==> src/rtl/wms_pkg.sv <==
package wms_pkg;

  // Number of ring slots. The slot pointer wraps naturally and the average is
  // an arithmetic shift, so the window must be a power of two.
  localparam int WINDOW = 64;
  localparam int SLOT_W = $clog2(WINDOW);
  localparam int IDX_W  = SLOT_W + 1;
  localparam int VAL_W  = 32;
  localparam int SUM_W  = VAL_W + SLOT_W;
  localparam int SLOT_INDEX_W = 6;

  localparam logic [1:0] OP_GAUGE   = 2'd0;
  localparam logic [1:0] OP_COUNTER = 2'd1;
  localparam logic [1:0] OP_REPEAT  = 2'd2;
  localparam logic [1:0] OP_REDUCE  = 2'd3;

  localparam logic signed [VAL_W-1:0] VAL_MAX = {1'b0, {(VAL_W-1){1'b1}}};

  typedef struct packed {
    logic idle;
    logic scan_start;
    logic scan_run;
    logic write_back;
    logic finish;
  } wms_cmd_t;

  typedef struct packed {
    logic accepted;
    logic accept_reduce;
    logic scan_done;
    logic out_free;
  } wms_status_t;

endpackage

==> src/rtl/wms_ctrl.sv <==
module wms_ctrl (
  input  logic                 clk,
  input  logic                 rst,
  input  wms_pkg::wms_status_t status,
  output wms_pkg::wms_cmd_t    cmd
);

  localparam logic [1:0] S_IDLE = 2'd0;
  localparam logic [1:0] S_EXEC = 2'd1;
  localparam logic [1:0] S_SCAN = 2'd2;

  logic [1:0] state;
  logic [1:0] state_next;

  always_comb begin
    state_next     = state;
    cmd            = '0;
    case (state)
      S_IDLE: begin
        cmd.idle = 1'b1;
        if (status.accepted) begin
          if (status.accept_reduce) begin
            cmd.scan_start = 1'b1;
            state_next     = S_SCAN;
          end else begin
            state_next = S_EXEC;
          end
        end
      end
      S_EXEC: begin
        // Previous-slot data is ready; retire once the result register frees.
        if (status.out_free) begin
          cmd.write_back = 1'b1;
          state_next     = S_IDLE;
        end
      end
      S_SCAN: begin
        cmd.scan_run = 1'b1;
        if (status.scan_done && status.out_free) begin
          cmd.finish = 1'b1;
          state_next = S_IDLE;
        end
      end
      default: begin
        state_next = S_IDLE;
      end
    endcase
  end

  always_ff @(posedge clk) begin
    if (rst) begin
      state <= S_IDLE;
    end else begin
      state <= state_next;
    end
  end

endmodule

==> config.mk <==
export PLATFORM = sky130hd
export DESIGN_NAME = wms_ctrl
export DESIGN_NICKNAME = d
export VERILOG_FILES = /design/src/rtl/wms_pkg.sv /design/src/rtl/wms_ctrl.sv
export SDC_FILE = /design/constraint.sdc
export NUM_CORES = 1
export LEC_CHECK = 0
export ABC_AREA = 1
export BUFFER_PORTS_ARGS = -buffer_cell sky130_fd_sc_hd__buf_2
export CAP_MARGIN = 20
export CORE_AREA = 8 8 45 47
export DETAILED_ROUTE_END_ITERATION = 10
export DIE_AREA = 0 0 53 55
export MAX_ROUTING_LAYER = met4
export PLACE_DENSITY = 0.39
export SLEW_MARGIN = 20
export SYNTH_ARGS = -nofsm -noshare
export SYNTH_HDL_FRONTEND = slang
export SYNTH_SLANG_ARGS = --single-unit
==> constraint.sdc <==
create_clock -name clk -period 1.2 [get_ports clk]
set_clock_uncertainty 0.15 [all_clocks]
set_input_delay 0.24 -clock clk [delete_from_list [all_inputs] [get_ports clk]]
set_output_delay 0.24 -clock clk [all_outputs]
set_load 0.005 [all_outputs]
==> impl_metrics.env <==
export IMPL_drv_slew=0
export IMPL_cp_slowest_cell="dfxtp_4"
export IMPL_grt_pass1_vias=184
export IMPL_clk_latency_ns=0.22
export IMPL_worst_ep_required_time_ns=0.81
export IMPL_synthCells=20
export IMPL_drtAntennaViolNets=0
export IMPL_status="finished, violations left"
export IMPL_dr_first_iter_drc_count=2
export IMPL_fin_setup_tns_ns=-0.320
export IMPL_dieArea_sq_um=2920
export IMPL_clk_pin_slew_worst_paths_ns=0.03
export IMPL_htree_levels=1
export IMPL_post_dp_cell_area_sq_um=193
export IMPL_row_count=14
export IMPL_fillCellCount=163
export IMPL_pwr_density_cell_nw_per_um2=1100
export IMPL_cap_violations=0
export IMPL_finalNetCount=43
export IMPL_gp_congestion=0.700
export IMPL_worst_pin_slew_ns=0.110
export IMPL_synth_top_area_share_pct=32.7
export IMPL_setup_viol=5
export IMPL_drt_total_wl_um=428
export IMPL_largestRegisters="state x2"
export IMPL_ir_drop_mv=0.210
export IMPL_synth_nets=26
export IMPL_drive_above_1_share_pct=68.6
export IMPL_p_total_mw=0.288
export IMPL_dr_pass1_iters=2
export IMPL_cts_sinks=2
export IMPL_ys_top_cells_by_area="dfxtp_1 (33%), inv_1 (15%), nand2_1 (15%), nor2_2 (10%), nand3_1 (8.2%)"
export IMPL_cp_slowest_stage_delay_ns=0.36
export IMPL_ys_ff_latch=2
export IMPL_io_pins=11
export IMPL_floorplan_core_area_sq_um=1380
export IMPL_die_y_um=55
export IMPL_port_buffers=10
export IMPL_crit_path_start_kind="register"
export IMPL_crit_chain="nor2_4, buf_4, buf_2"
export IMPL_start_util_pct=8.86
export IMPL_yosysWarningCount=0
export IMPL_stdcell_count=51
export IMPL_cts_root_buf="clkbuf_4"
export IMPL_hpwl_um=326
export IMPL_diodes=0
export IMPL_timing_final_hold_violations=0
export IMPL_grt_pass1_wl_um=662
export IMPL_yosysSeqAreaShare_pct=32.7
export IMPL_grt_overflow=0
export IMPL_hp_class="input pin to register"
export IMPL_wl_per_cell_um=8.39
export IMPL_tritoncts="yes"
export IMPL_cts_buffer_depth=2
export IMPL_grt_use_total_pct=3.65
export IMPL_critPathCaptureType="primary output"
export IMPL_antenna_found_initial=0
export IMPL_vias_per_cell=3.41
export IMPL_regMostFlops="state"
export IMPL_numCtsBuffers=3
export IMPL_arrival_ns=0.89
export IMPL_fmax_ghz=0.781
export IMPL_final_cell_area_sq_um=262
export IMPL_grt_start_max_net_pins=6
export IMPL_slew_headroom_pct=92.6
export IMPL_synthToLayoutAreaGrowth_pct=113
export IMPL_die_x_um=53
export IMPL_setup_slack_ns=-0.0810
export IMPL_yosysTopAreaCell="dfxtp_1"
export IMPL_fin_crit_sh_pct=107
export IMPL_cp_max_fo=5
export IMPL_rsz0062_at_grt="true"
export IMPL_syn_area_sq_um=123
export IMPL_via_count=174
export IMPL_p_leak_nw=0.137
export IMPL_syn_avg_cell_area_sq_um=6.13
export IMPL_ys_types=9
export IMPL_pre_cts_ws_ns=0.0790
export IMPL_failed_checks="setup timing"
export IMPL_fin_crit_ns=1.28
export IMPL_crit_type="register to primary output"
export IMPL_drc=0
export IMPL_largest_reg_flops=2
export IMPL_post_place_cells=46
## layout by cell type (no fill, tap or decap), drive strengths merged
master,instances
nand3,2
a21oi,2
dfxtp,2
nor2,3
inv,5
nand2,5
clkbuf,3
nor3,1
buf,12
## logic make-up after synthesis
family,count (synthesis),synth area share [%]
simple gates,11,40.8
buf+inv,5,15.3
flops,2,32.7
compound gates,2,11.2
## report_power, final
group | switching (mW) | total, mW | internal [mW]
combinational | 0.0286 | 0.0628 | 0.0343
clock | 0.0359 | 0.146 | 0.110
sequential | 0.00795 | 0.0791 | 0.0712
total | 0.0724 | 0.288 | 0.216
## per-layer routing
layer  track usage [%]  vias to the layer above  part of all wire, %
met5                 -                        -                    0
met4              3.88                        0                    0
met3              4.01                        0                   22
met2              3.71                        8                   42
met1              3.33                       74                   36
li1                  -                       92                    -
## path summary, 6_finish.rpt
| kind | from | end | slack [ns] | depth (start not counted) |
|---|---|---|---|---|
| setup / recovery | state[0] | cmd[4] | -0.08 | 3 |
| hold / removal | rst | state[1] | 0.04 | 2 |
| hold reg to reg | state[0] | state[0] | 0.39 | 2 |
| setup reg to reg | state[1] | state[1] | 0.20 | 5 |
## critical path: cells and delay by family (launching register included)
| family | cells | cell delay, ns |
|---|---|---|
| buffers and inverters | 2 | 0.21 |
| and+or+nand+nor | 1 | 0.10 |
| DFF | 1 | 0.36 |
## repair_timing
| item | 4_1_cts | 5_1_grt |
|---|---|---|
| pin swaps | 4 | 1 |
| gates resized for setup | 6 | 5 |
| hold buffers | 0 | 0 |
| setup buffers | 2 | 0 |
| endpoints found under the setup margin | 5 | 5 |
## area by class of cell
| class | count | area (sq um) | area share (%) |
|---|---|---|---|
| Multi-Input combinational cell | 13 | 81.3 | 31.1 |
| Sequential cell | 2 | 45.0 | 17.2 |
| Clock buffer | 3 | 22.5 | 8.61 |
| Inverter | 5 | 21.3 | 8.13 |
| Timing Repair Buffer | 12 | 71.3 | 27.3 |
| Tap cell | 16 | 20.0 | 7.66 |
## cell usage after synthesis (all sizes together)
cell type and number:
nor2 3, dfxtp 2, inv 5, nand2 5
a21oi 2, nor3 1, nand3 2
## metrics by stage
step / hold slack, ns / utilization (%)
after global placement: 0.269 / 13.9
after detailed placement: 0.274 / 13.9
after CTS: 0.0293 / 17.5
after floorplan: 0.152 / -
final: 0.0430 / 18.9
after global routing: 0.0371 / 18.9
(Power assumes the default switching activity.)
